<file path="src/rtl/acge_pkg.sv">
// Package: types and constants of the gateway engine.
`timescale 1ns / 1ps
package acge_pkg;
	localparam logic [7:0] GW_PORT      = 8'hd2;
	localparam logic [7:0] CTRL_REQUEST = 8'ha1;
	localparam logic [7:0] CTRL_REPLY   = 8'ha2;
	localparam logic [7:0] CTRL_DATA    = 8'h81;
	localparam logic [15:0] NET_BITS   = 16'hff00;
	localparam logic [7:0] QUERY_ADDR   = 8'hff;

	localparam logic [2:0] V_IGNORE = 3'd0;
	localparam logic [2:0] V_REPLY  = 3'd1;
	localparam logic [2:0] V_TUNNEL = 3'd2;
	localparam logic [2:0] V_SEND   = 3'd3;
	localparam logic [2:0] V_QUERY  = 3'd4;
	localparam logic [2:0] V_DROP   = 3'd5;
	localparam logic [2:0] V_BUSY   = 3'd6;

	localparam logic [1:0] ACT_FRAME   = 2'd0;
	localparam logic [1:0] ACT_TUNNEL  = 2'd1;
	localparam logic [1:0] ACT_TIMEOUT = 2'd2;

	localparam logic [1:0] CFG_LOCAL_IP   = 2'd0;
	localparam logic [1:0] CFG_PREFIX_LEN = 2'd1;
	localparam logic [1:0] CFG_BCAST_TYPE = 2'd2;
	localparam logic [1:0] CFG_DATA_TYPE  = 2'd3;

	// Classified event handed from the front to the back.
	typedef struct packed {
		logic [1:0]  action;
		logic        is_req;
		logic        is_tun;
		logic        is_rep;
		logic        in_sub;
		logic [15:0] station;
		logic [31:0] w0;
		logic [31:0] w1;
		logic [31:0] rip;
	} cmd_t;

	typedef struct packed {
		logic [2:0]  verdict;
		logic [7:0]  net;
		logic [7:0]  stn;
		logic [31:0] first_ip;
		logic [31:0] second_ip;
	} res_t;
endpackage

</file>
<file path="src/rtl/acge_intf.sv">
// Interfaces: event input, verdict output and configuration write channels.
`timescale 1ns / 1ps
interface gw_in_if;
	logic        valid;
	logic        ready;
	logic [1:0]  action;
	logic [7:0]  frame_type;
	logic [7:0]  frame_port;
	logic [7:0]  frame_ctrl;
	logic [7:0]  source_net;
	logic [7:0]  source_station;
	logic [31:0] first_word_ip;
	logic [31:0] second_word_ip;
	logic [31:0] route_ip;
	modport source (output valid, action, frame_type, frame_port, frame_ctrl, source_net,
		source_station, first_word_ip, second_word_ip, route_ip, input ready);
	modport sink (input valid, action, frame_type, frame_port, frame_ctrl, source_net,
		source_station, first_word_ip, second_word_ip, route_ip, output ready);
endinterface

interface gw_out_if;
	logic        valid;
	logic        ready;
	logic [2:0]  verdict;
	logic [7:0]  target_net;
	logic [7:0]  target_station;
	logic [31:0] out_first_ip;
	logic [31:0] out_second_ip;
	modport source (output valid, verdict, target_net, target_station, out_first_ip,
		out_second_ip, input ready);
	modport sink (input valid, verdict, target_net, target_station, out_first_ip,
		out_second_ip, output ready);
endinterface

interface gw_cfg_if;
	logic        valid;
	logic        ready;
	logic [1:0]  index;
	logic [31:0] data;
	modport source (output valid, index, data, input ready);
	modport sink (input valid, index, data, output ready);
endinterface

</file>
<file path="src/rtl/arp_cache_gateway_engine_unit.sv">
// Top level: gateway engine with an address-resolution cache.
// The back end takes one event at a time; events that use the cache are paced by the
// cache walk, which reads one entry a cycle, and a send on a hit also reads the station.
// Reset (arst_n low, asynchronous): all cache entries invalid, no pending query,
// registers at local_ip 0, prefix 24, broadcast type 1, data type 2.
`timescale 1ns / 1ps
module arp_cache_gateway_engine_unit #(
	parameter int CACHE_DEPTH  = 16,
	parameter int MAX_ATTEMPTS = 5
) (
	input  logic clk,
	input  logic arst_n,
	gw_in_if.sink    req,
	gw_out_if.source rsp,
	gw_cfg_if.sink   cfg
);
	import acge_pkg::*;

	// Configuration registers; the user must write them only while the engine is idle, as the block does not enforce it.
	logic [31:0] local_ip_q;
	logic [5:0]  prefix_len_q;
	logic [7:0]  bcast_type_q;
	logic [7:0]  data_type_q;

	logic push_valid;
	logic push_ready;
	cmd_t push_data;
	logic pop_valid;
	logic pop_ready;
	cmd_t pop_data;

	// The configuration channel never stalls.
	assign cfg.ready = 1'b1;

	always_ff @(posedge clk or negedge arst_n) begin
		if (!arst_n) begin
			local_ip_q   <= 32'd0;
			prefix_len_q <= 6'd24;
			bcast_type_q <= 8'd1;
			data_type_q  <= 8'd2;
		end else if (cfg.valid) begin
			case (cfg.index)
				CFG_LOCAL_IP:   local_ip_q   <= cfg.data;
				CFG_PREFIX_LEN: prefix_len_q <= cfg.data[5:0];
				CFG_BCAST_TYPE: bcast_type_q <= cfg.data[7:0];
				CFG_DATA_TYPE:  data_type_q  <= cfg.data[7:0];
				default: begin
				end
			endcase
		end
	end

	// Front: take a beat, classify headers, hand a command to the queue.
	acge_front u_front (
		.clk             (clk),
		.arst_n          (arst_n),
		.req             (req),
		.local_ip        (local_ip_q),
		.prefix_len      (prefix_len_q),
		.bcast_type_code (bcast_type_q),
		.data_type_code  (data_type_q),
		.push_valid      (push_valid),
		.push_data       (push_data),
		.push_ready      (push_ready)
	);

	// Queue: lets the front keep taking beats while the back walks the cache.
	acge_queue u_queue (
		.clk        (clk),
		.arst_n     (arst_n),
		.push_valid (push_valid),
		.push_data  (push_data),
		.push_ready (push_ready),
		.pop_valid  (pop_valid),
		.pop_data   (pop_data),
		.pop_ready  (pop_ready)
	);

	// Back: walk the cache, learn entries, track the pending query, drive verdicts.
	acge_back #(
		.CACHE_DEPTH  (CACHE_DEPTH),
		.MAX_ATTEMPTS (MAX_ATTEMPTS)
	) u_back (
		.clk       (clk),
		.arst_n    (arst_n),
		.pop_valid (pop_valid),
		.pop_data  (pop_data),
		.pop_ready (pop_ready),
		.local_ip  (local_ip_q),
		.rsp       (rsp)
	);
endmodule

</file>
<file path="src/rtl/acge_front.sv">
// Front end: accept events and classify their headers into commands.
`timescale 1ns / 1ps
module acge_front (
	input  logic               clk,
	input  logic               arst_n,
	gw_in_if.sink              req,
	input  logic [31:0]        local_ip,
	input  logic [5:0]         prefix_len,
	input  logic [7:0]         bcast_type_code,
	input  logic [7:0]         data_type_code,
	output logic               push_valid,
	output acge_pkg::cmd_t     push_data,
	input  logic               push_ready
);
	import acge_pkg::*;

	logic        v_s1;
	cmd_t        cmd_s1;
	cmd_t        cmd_d;
	logic [5:0]  plen;
	logic [31:0] mask;
	logic        take;

	always_comb begin
		plen = (prefix_len > 6'd32) ? 6'd32 : prefix_len;
		mask = (plen == 6'd0) ? 32'h0 : (32'hffff_ffff << (6'd32 - plen));
		cmd_d.action  = req.action;
		cmd_d.is_req  = (req.frame_type == bcast_type_code) && (req.frame_port == GW_PORT) &&
			(req.frame_ctrl == CTRL_REQUEST) && (req.second_word_ip == local_ip);
		cmd_d.is_tun  = (req.frame_type == data_type_code) && (req.frame_port == GW_PORT) &&
			(req.frame_ctrl == CTRL_DATA);
		cmd_d.is_rep  = (req.frame_type == data_type_code) && (req.frame_port == GW_PORT) &&
			(req.frame_ctrl == CTRL_REPLY) && (req.second_word_ip == local_ip);
		cmd_d.in_sub  = (req.route_ip & mask) == (local_ip & mask);
		cmd_d.station = {req.source_net, req.source_station};
		cmd_d.w0      = req.first_word_ip;
		cmd_d.w1      = req.second_word_ip;
		cmd_d.rip     = req.route_ip;
	end

	assign req.ready  = !v_s1 || push_ready;
	assign take       = req.valid && req.ready;
	assign push_valid = v_s1;
	assign push_data  = cmd_s1;

	always_ff @(posedge clk or negedge arst_n) begin
		if (!arst_n) begin
			v_s1 <= 1'b0;
		end else if (take) begin
			v_s1 <= 1'b1;
		end else if (push_ready) begin
			v_s1 <= 1'b0;
		end
	end

	always_ff @(posedge clk) begin
		if (take) begin
			cmd_s1 <= cmd_d;
		end
	end
endmodule

</file>
<file path="src/rtl/acge_queue.sv">
// Two-entry command queue between the front and the back.
`timescale 1ns / 1ps
module acge_queue (
	input  logic           clk,
	input  logic           arst_n,
	input  logic           push_valid,
	input  acge_pkg::cmd_t push_data,
	output logic           push_ready,
	output logic           pop_valid,
	output acge_pkg::cmd_t pop_data,
	input  logic           pop_ready
);
	import acge_pkg::*;

	cmd_t       slot_q [2];
	logic       wp_q;
	logic       rp_q;
	logic [1:0] cnt_q;
	logic       push;
	logic       pop;

	assign push_ready = cnt_q != 2'd2;
	assign pop_valid  = cnt_q != 2'd0;
	assign pop_data   = slot_q[rp_q];
	assign push       = push_valid && push_ready;
	assign pop        = pop_valid && pop_ready;

	always_ff @(posedge clk or negedge arst_n) begin
		if (!arst_n) begin
			wp_q  <= 1'b0;
			rp_q  <= 1'b0;
			cnt_q <= 2'd0;
		end else begin
			if (push) wp_q <= !wp_q;
			if (pop) rp_q <= !rp_q;
			if (push && !pop) cnt_q <= cnt_q + 2'd1;
			else if (pop && !push) cnt_q <= cnt_q - 2'd1;
		end
	end

	always_ff @(posedge clk) begin
		if (push) begin
			slot_q[wp_q] <= push_data;
		end
	end
endmodule

</file>
<file path="src/rtl/acge_back.sv">
// Back end: cache walk, learning, pending query tracking and verdict output.
`timescale 1ns / 1ps
module acge_back #(
	parameter int CACHE_DEPTH  = 16,
	parameter int MAX_ATTEMPTS = 5
) (
	input  logic           clk,
	input  logic           arst_n,
	input  logic           pop_valid,
	input  acge_pkg::cmd_t pop_data,
	output logic           pop_ready,
	input  logic [31:0]    local_ip,
	gw_out_if.source       rsp
);
	import acge_pkg::*;

	localparam int AW    = (CACHE_DEPTH > 1) ? $clog2(CACHE_DEPTH) : 1;
	localparam int CNT_W = $clog2(CACHE_DEPTH + 1);

	localparam logic [2:0] ST_IDLE = 3'd0;
	localparam logic [2:0] ST_WALK = 3'd1;
	localparam logic [2:0] ST_DONE = 3'd2;
	localparam logic [2:0] ST_STRD = 3'd3;
	localparam logic [2:0] ST_STWT = 3'd4;
	localparam logic [2:0] ST_EMIT = 3'd5;

	logic [31:0] ip_mem [CACHE_DEPTH];
	logic [15:0] st_mem [CACHE_DEPTH];

	logic [2:0]       state_q;
	logic             learn_q;
	logic [31:0]      key_q;
	logic [15:0]      stn_q;
	logic             pend_q;
	logic [31:0]      pip_q;
	logic [2:0]       att_q;
	logic [AW-1:0]    rptr_q;
	logic [CACHE_DEPTH-1:0] vld_q;
	logic [CNT_W-1:0] cnt_q;
	logic             rd_vld_s1;
	logic [AW-1:0]    rd_idx_s1;
	logic [31:0]      ip_rd_s1;
	logic             hit_q;
	logic [AW-1:0]    hit_idx_q;
	logic             free_q;
	logic [AW-1:0]    free_idx_q;
	logic [15:0]      st_rd_q;
	res_t             res_q;
	res_t             out_q;
	logic             out_v_q;

	logic             issue;
	logic             we;
	logic [AW-1:0]    widx;
	logic             load_out;
	cmd_t             c;

	res_t             dec_res;
	logic             dec_learn;
	logic             dec_walk;
	logic             dec_clr_pend;
	logic             dec_bump;
	logic [31:0]      dec_key;

	assign c         = pop_data;
	assign pop_ready = state_q == ST_IDLE;
	assign issue     = (state_q == ST_WALK) && (cnt_q != CNT_W'(CACHE_DEPTH));
	assign we        = (state_q == ST_DONE) && learn_q;
	assign widx      = hit_q ? hit_idx_q : (free_q ? free_idx_q : rptr_q);
	assign load_out  = (state_q == ST_EMIT) && (!out_v_q || rsp.ready);

	assign rsp.valid          = out_v_q;
	assign rsp.verdict        = out_q.verdict;
	assign rsp.target_net     = out_q.net;
	assign rsp.target_station = out_q.stn;
	assign rsp.out_first_ip   = out_q.first_ip;
	assign rsp.out_second_ip  = out_q.second_ip;

	// Decode the command at the head of the queue.
	always_comb begin
		dec_res      = '0;
		dec_learn    = 1'b0;
		dec_walk     = 1'b0;
		dec_clr_pend = 1'b0;
		dec_bump     = 1'b0;
		dec_key      = c.rip;
		if (pend_q) begin
			if (c.action == ACT_TUNNEL) begin
				dec_res.verdict = V_BUSY;
			end else if (c.action == ACT_FRAME && c.is_rep && c.w0 == pip_q) begin
				// matching reply: learn it, then send
				dec_learn    = 1'b1;
				dec_walk     = 1'b1;
				dec_clr_pend = 1'b1;
				dec_key      = pip_q;
				dec_res      = '{V_SEND, c.station[15:8], c.station[7:0], 32'h0, 32'h0};
			end else if (c.action == ACT_FRAME || c.action == ACT_TIMEOUT) begin
				if (att_q < 3'(MAX_ATTEMPTS)) begin
					dec_bump = 1'b1;
					dec_res  = '{V_QUERY, QUERY_ADDR, QUERY_ADDR, local_ip, pip_q};
				end else begin
					dec_clr_pend    = 1'b1;
					dec_res.verdict = V_DROP;
				end
			end
		end else if (c.action == ACT_FRAME) begin
			if (c.is_req) begin
				dec_learn = 1'b1;
				dec_walk  = 1'b1;
				dec_key   = c.w0;
				dec_res   = '{V_REPLY, c.station[15:8], c.station[7:0], c.w1, c.w0};
			end else if (c.is_tun) begin
				dec_res.verdict = V_TUNNEL;
			end
		end else if (c.action == ACT_TUNNEL) begin
			if (!c.in_sub) begin
				dec_res.verdict = V_DROP;
			end else begin
				dec_walk = 1'b1;
			end
		end
	end

	always_ff @(posedge clk) begin
		if (issue) begin
			ip_rd_s1 <= ip_mem[cnt_q[AW-1:0]];
		end
		if (state_q == ST_STRD) begin
			st_rd_q <= st_mem[hit_idx_q];
		end
		if (we) begin
			ip_mem[widx] <= key_q;
			st_mem[widx] <= stn_q;
		end
	end

	always_ff @(posedge clk) begin
		if (load_out) begin
			out_q <= res_q;
		end
	end

	always_ff @(posedge clk or negedge arst_n) begin
		if (!arst_n) begin
			state_q    <= ST_IDLE;
			learn_q    <= 1'b0;
			key_q      <= '0;
			stn_q      <= '0;
			pend_q     <= 1'b0;
			pip_q      <= '0;
			att_q      <= '0;
			rptr_q     <= '0;
			vld_q      <= '0;
			cnt_q      <= '0;
			rd_vld_s1  <= 1'b0;
			rd_idx_s1  <= '0;
			hit_q      <= 1'b0;
			hit_idx_q  <= '0;
			free_q     <= 1'b0;
			free_idx_q <= '0;
			res_q      <= '0;
			out_v_q    <= 1'b0;
		end else begin
			if (load_out) begin
				out_v_q <= 1'b1;
			end else if (rsp.ready) begin
				out_v_q <= 1'b0;
			end
			case (state_q)
				ST_IDLE: begin
					if (pop_valid) begin
						res_q   <= dec_res;
						learn_q <= dec_learn;
						key_q   <= dec_key;
						stn_q   <= c.station;
						cnt_q   <= '0;
						hit_q   <= 1'b0;
						free_q  <= 1'b0;
						state_q <= dec_walk ? ST_WALK : ST_EMIT;
						if (dec_clr_pend) begin
							pend_q <= 1'b0;
							att_q  <= '0;
						end else if (dec_bump) begin
							att_q <= att_q + 3'd1;
						end
					end
				end
				ST_WALK: begin
					// issue one read a cycle, compare it the cycle after
					rd_vld_s1 <= issue;
					if (issue) begin
						rd_idx_s1 <= cnt_q[AW-1:0];
						cnt_q     <= cnt_q + CNT_W'(1);
					end
					if (rd_vld_s1) begin
						if (vld_q[rd_idx_s1] && ip_rd_s1 == key_q && !hit_q) begin
							hit_q     <= 1'b1;
							hit_idx_q <= rd_idx_s1;
						end
						if (!vld_q[rd_idx_s1] && !free_q) begin
							free_q     <= 1'b1;
							free_idx_q <= rd_idx_s1;
						end
					end
					if (!issue && !rd_vld_s1) begin
						state_q <= ST_DONE;
					end
				end
				ST_DONE: begin
					if (learn_q) begin
						vld_q[widx] <= 1'b1;
						if (!hit_q && !free_q) begin
							rptr_q <= (rptr_q == AW'(CACHE_DEPTH - 1)) ? '0 : rptr_q + AW'(1);
						end
						state_q <= ST_EMIT;
					end else if (hit_q) begin
						state_q <= ST_STRD;
					end else begin
						pend_q  <= 1'b1;
						pip_q   <= key_q;
						att_q   <= 3'd1;
						res_q   <= '{V_QUERY, QUERY_ADDR, QUERY_ADDR, local_ip, key_q};
						state_q <= ST_EMIT;
					end
				end
				ST_STRD: begin
					state_q <= ST_STWT;
				end
				ST_STWT: begin
					res_q   <= '{V_SEND, st_rd_q[15:8], st_rd_q[7:0], 32'h0, 32'h0};
					state_q <= ST_EMIT;
				end
				ST_EMIT: begin
					if (load_out) begin
						state_q <= ST_IDLE;
					end
				end
				default: begin
					state_q <= ST_IDLE;
				end
			endcase
		end
	end
endmodule

</file>
<file path="src/flat_wrapper.sv">
// flat-port wrapper written by rule: the top's interface ports become plain ports
module arp_cache_gateway_engine_unit_flat import acge_pkg::*;
#(
	parameter int CACHE_DEPTH  = 16,
	parameter int MAX_ATTEMPTS = 5
)
  (clk, arst_n, req_valid, req_action, req_frame_type, req_frame_port, req_frame_ctrl, req_source_net, req_source_station, req_first_word_ip, req_second_word_ip, req_route_ip, req_ready, rsp_valid, rsp_verdict, rsp_target_net, rsp_target_station, rsp_out_first_ip, rsp_out_second_ip, rsp_ready, cfg_valid, cfg_index, cfg_data, cfg_ready);
  gw_in_if req_i ();
  gw_out_if rsp_i ();
  gw_cfg_if cfg_i ();
  input  logic clk;
  input  logic arst_n;
  input wire logic [$bits(req_i.valid)-1:0] req_valid;
  input wire logic [$bits(req_i.action)-1:0] req_action;
  input wire logic [$bits(req_i.frame_type)-1:0] req_frame_type;
  input wire logic [$bits(req_i.frame_port)-1:0] req_frame_port;
  input wire logic [$bits(req_i.frame_ctrl)-1:0] req_frame_ctrl;
  input wire logic [$bits(req_i.source_net)-1:0] req_source_net;
  input wire logic [$bits(req_i.source_station)-1:0] req_source_station;
  input wire logic [$bits(req_i.first_word_ip)-1:0] req_first_word_ip;
  input wire logic [$bits(req_i.second_word_ip)-1:0] req_second_word_ip;
  input wire logic [$bits(req_i.route_ip)-1:0] req_route_ip;
  output wire logic [$bits(req_i.ready)-1:0] req_ready;
  output wire logic [$bits(rsp_i.valid)-1:0] rsp_valid;
  output wire logic [$bits(rsp_i.verdict)-1:0] rsp_verdict;
  output wire logic [$bits(rsp_i.target_net)-1:0] rsp_target_net;
  output wire logic [$bits(rsp_i.target_station)-1:0] rsp_target_station;
  output wire logic [$bits(rsp_i.out_first_ip)-1:0] rsp_out_first_ip;
  output wire logic [$bits(rsp_i.out_second_ip)-1:0] rsp_out_second_ip;
  input wire logic [$bits(rsp_i.ready)-1:0] rsp_ready;
  input wire logic [$bits(cfg_i.valid)-1:0] cfg_valid;
  input wire logic [$bits(cfg_i.index)-1:0] cfg_index;
  input wire logic [$bits(cfg_i.data)-1:0] cfg_data;
  output wire logic [$bits(cfg_i.ready)-1:0] cfg_ready;
  assign req_i.valid = req_valid;
  assign req_i.action = req_action;
  assign req_i.frame_type = req_frame_type;
  assign req_i.frame_port = req_frame_port;
  assign req_i.frame_ctrl = req_frame_ctrl;
  assign req_i.source_net = req_source_net;
  assign req_i.source_station = req_source_station;
  assign req_i.first_word_ip = req_first_word_ip;
  assign req_i.second_word_ip = req_second_word_ip;
  assign req_i.route_ip = req_route_ip;
  assign req_ready = req_i.ready;
  assign rsp_valid = rsp_i.valid;
  assign rsp_verdict = rsp_i.verdict;
  assign rsp_target_net = rsp_i.target_net;
  assign rsp_target_station = rsp_i.target_station;
  assign rsp_out_first_ip = rsp_i.out_first_ip;
  assign rsp_out_second_ip = rsp_i.out_second_ip;
  assign rsp_i.ready = rsp_ready;
  assign cfg_i.valid = cfg_valid;
  assign cfg_i.index = cfg_index;
  assign cfg_i.data = cfg_data;
  assign cfg_ready = cfg_i.ready;
  arp_cache_gateway_engine_unit #(.CACHE_DEPTH(CACHE_DEPTH), .MAX_ATTEMPTS(MAX_ATTEMPTS)) u_core (.clk(clk), .arst_n(arst_n), .req(req_i), .rsp(rsp_i), .cfg(cfg_i));
endmodule
</file>
<file path="config.mk">
export PLATFORM = sky130hd
export DESIGN_NAME = arp_cache_gateway_engine_unit_flat
export DESIGN_NICKNAME = d
export VERILOG_FILES = /design/src/rtl/acge_pkg.sv /design/src/rtl/acge_intf.sv /design/src/rtl/arp_cache_gateway_engine_unit.sv /design/src/rtl/acge_front.sv /design/src/rtl/acge_queue.sv /design/src/rtl/acge_back.sv /design/src/flat_wrapper.sv
export SDC_FILE = /design/constraint.sdc
export NUM_CORES = 2
export LEC_CHECK = 0
export BUFFER_PORTS_ARGS = -buffer_cell sky130_fd_sc_hd__buf_4
export CORE_UTILIZATION = 35
export CTS_BUF_LIST = sky130_fd_sc_hd__clkbuf_4 sky130_fd_sc_hd__clkbuf_8 sky130_fd_sc_hd__clkbuf_16
export DETAILED_ROUTE_END_ITERATION = 7
export HOLD_SLACK_MARGIN = 0.15
export PLACE_DENSITY_LB_ADDON = 0.15
export SYNTH_ARGS = -nofsm -noshare
export SYNTH_HDL_FRONTEND = slang
export SYNTH_SLANG_ARGS = --single-unit
</file>
<file path="constraint.sdc">
create_clock -name clk -period 8.8 [get_ports clk]
set_input_delay 0.88 -clock clk [delete_from_list [all_inputs] [get_ports clk]]
set_output_delay 0.88 -clock clk [all_outputs]
set_load 0.02 [all_outputs]
</file>
==> results.cfg <==
[run_status]
outcome = finished clean

[global_route]
grt.total_usage = 0.191
grt-ovfl-total = 0
grt_pass1_vias = 32700
grt_pass1_wl_um = 239000
grt_start_max_net_pins = 139
antenna_found_initial = 5

[power]
switching_share = 0.321
powerDensity_mw_per_mm2 = 333
fin_total_pwr_mw = 23.3
combPwrFrac = 0.240
clkPwrFrac = 0.292
peakVddDrop_v = 0.000285
p_sw_mw = 7.49
leakage_nw = 23.7
p_seq_frac = 0.468
p_int_mw = 15.8

[floorplan]
die_area_mm2 = 0.173
initial_core_util = 0.353
core-area_mm2 = 0.170
num_rows = 151
die_w_um = 416
ioPinCount = 263
die_h_um = 416

[timing]
tightest_slew_ns = 1.15
fin_crit_ns = 4.70
fin_ws_ns = 4.10
rsz0062_at_grt = false
finalSetupTns_ns = 0
min_period_over_period = 0.535
finalClockSkew_ns = 0.0299
slew_violations = 0
setup_viol = 0
relSlewSlack = 0.223
hold_viol_final = 0
fmax_mhz = 213

[placed_design]
dp_hpwl_um = 101000
portBuffers = 261
dp_slack_ns = 4.08
placed_area_mm2 = 0.0647
dp_cells = 5736
gp_congestion = 0.814

[detailed_routing]
drtIter0Drc = 2707
first_pass_iters = 5
wl_per_cell_um = 27.5
wl_um = 166000
drc_errors = 0
avgViaCountPerCell = 5.29
antenna_left = 0
vias = 31900

[yosys]
ys_async_sr_fraction = 0.178
synth_ff_type = edfxtp_1
syn_avg_cell_area_um2 = 17.8
synth-seq-cells = 1524
synth_warnings = 0
synth_nets = 3541
ys_types = 76
seq_area_frac_synth = 0.742
synthCells = 3356
synth_edf_count = 1253
netlist_area_mm2 = 0.0599

[clock_tree]
cts_hold_buf = 0
cts_resized = 0
cts_buffers = 157
ctsHtreeMaxLevel = 4
clk_path_buf_depth = 3
clock_latency_ns = 0.80
post-cts-setup-buffers = 0
cts.clk_slew.worst_paths_ns = 0.06
cts.sinks = 1524
cts_root_buf = clkbuf_16
cts_tree = done

[layout]
fillCellCount = 15200
layout-drive-gt1-share = 0.273
layout_common_cells = edfxtp_1, buf_4, dfrtp_1, mux4_2, nor2_1
nets = 3862
post-route-cell-area_mm2 = 0.0700
final_common_cell = edfxtp_1
area_growth_pct = 17.0
fin_cells = 6030

[flow_run]
drv_cap = 0

[critical_path]
cp_max_fo = 35
critPathKind = flip-flop to flip-flop
critPathArrivalTime_ns = 5.34
cp.required_ns = 9.43
end_kind = flip-flop
start_kind = flip-flop

[hold_path]
worstHoldPathType = primary input to async pin
[final cells by class]
class                      instances  area [um^2]  share of cell area
sequential                      1524        44400               0.634
multi-input combinational       1632        14800               0.212
clock buffer                     210         4470              0.0638
tap                             2218         2780              0.0396
timing repair buffer             348         2650              0.0378
clock inverter                    79          831              0.0119
inverter                          14         52.6            0.000750
antenna                            5         12.5            0.000179
[worst paths after layout]
kind | start | end | slack [ns] | cells past startpoint
max | u_core.u_queue.rp_q | u_core.u_back.res_q[70] | 4.10 | 10
min | arst_n | u_core.u_back.res_q[18] | 0.17 | 1
max reg2reg | u_core.u_queue.rp_q | u_core.u_back.res_q[70] | 4.10 | 10
min reg2reg | u_core.u_front.push_data[47] | u_core.u_queue.slot_q[1][47] | 0.44 | 0
max in group asynchronous | arst_n | u_core.u_back.cnt_q[0] | 7.11 | 2
min in group clk | req_first_word_ip[16] | u_core.u_front.push_data[80] | 0.26 | 1
[cells by family (layout without fill, tap and decap cells)]
kind of cell,count (synthesis),count (layout),share of synthesized area
AO/OA/AOI/OAI,455,455,0.0449
flip-flops,1524,1524,0.742
adder cells (fa/ha/maj),9,9,0.00184
XOR/XNOR,155,155,0.0227
other,1,6,0.0000627
buffers and inverters,200,651,0.0136
multiplexers,464,464,0.131
AND/OR/NAND/NOR,548,548,0.0436
[worst max-delay path, cell delays in order (launching register included)]
cell and delay, ns:
dfrtp_4 0.71, buf_4 0.49, buf_4 0.57, mux2_2 0.43, xnor2_1 0.15, nand2_1 0.10, nor4_2 0.61, nand2_1 0.62
buf_4 0.45, o221ai_1 0.20, o21ai_0 0.11
[metrics by stage]
step	hold slack, ns	util
floorplan	0.420	-
global placement	0.422	0.381
detailed placement	0.430	0.381
CTS	0.151	0.413
global route	0.202	0.413
finish	0.167	0.413
[per-layer routing]
metal  share of wire  track usage
met5         0.00025            0
met4           0.028       0.0615
met3           0.042       0.0262
met2            0.49        0.317
met1            0.44        0.259
[cells in the mapped netlist (14+ instances only)]
cell,count,area (um^2)
buf_1,27,101
nor4_1,14,87.6
mux4_2,245,5520
mux2i_1,98,981
o21ai_0,170,851
nand3_1,40,200
a31oi_1,38,238
a21oi_1,122,611
nand2_1,98,368
nand4_1,67,419
or2_2,16,100
nor2_1,234,878
o21ai_1,22,110
a221oi_1,28,245
mux2_2,120,1350
nand2b_1,22,138
xor2_1,61,534
xnor2_1,94,823
dfrtp_1,267,6680
nor3_1,15,75.1
clkbuf_1,142,533
a211oi_1,14,105
o221ai_1,17,149
edfxtp_1,1253,37600
[power groups by stage]
| stage | clock (mW) | combinational (mW) | sequential (mW) |
|---|---|---|---|
| floorplan | 0 | 3.57 | 10.7 |
| global placement | 0 | 5.63 | 11.1 |
| detailed placement | 0 | 5.67 | 11.1 |
| CTS | 6.97 | 5.69 | 10.9 |
| global route | 7.23 | 6.11 | 11.0 |
| finish | 6.81 | 5.60 | 10.9 |
[state kept, by name, summed over array words and instances, names as in the netlist, 6 cells and up]
| register | cells |
|---|---|
| u_core.u_front.push_data | 118 |
| u_core.u_back.res_q | 83 |
| u_core.u_back.ip_mem | 512 |
| u_core.u_back.key_q | 32 |
| u_core.u_back.st_mem | 256 |
| u_core.u_back.rsp.target_station | 8 |
| u_core.data_type_q | 8 |
| u_core.u_back.stn_q | 16 |
| u_core.u_back.pip_q | 32 |
| u_core.u_back.ip_rd_s1 | 32 |
| u_core.bcast_type_q | 8 |
| u_core.u_back.rsp.target_net | 8 |
| u_core.u_back.vld_q | 16 |
| u_core.u_back.rsp.out_second_ip | 32 |
| u_core.u_back.st_rd_q | 16 |
| u_core.local_ip_q | 32 |
| u_core.prefix_len_q | 6 |
| u_core.u_queue.slot_q | 236 |
| u_core.u_back.rsp.out_first_ip | 32 |
Note: power is estimated with default switching activity, not from simulation.
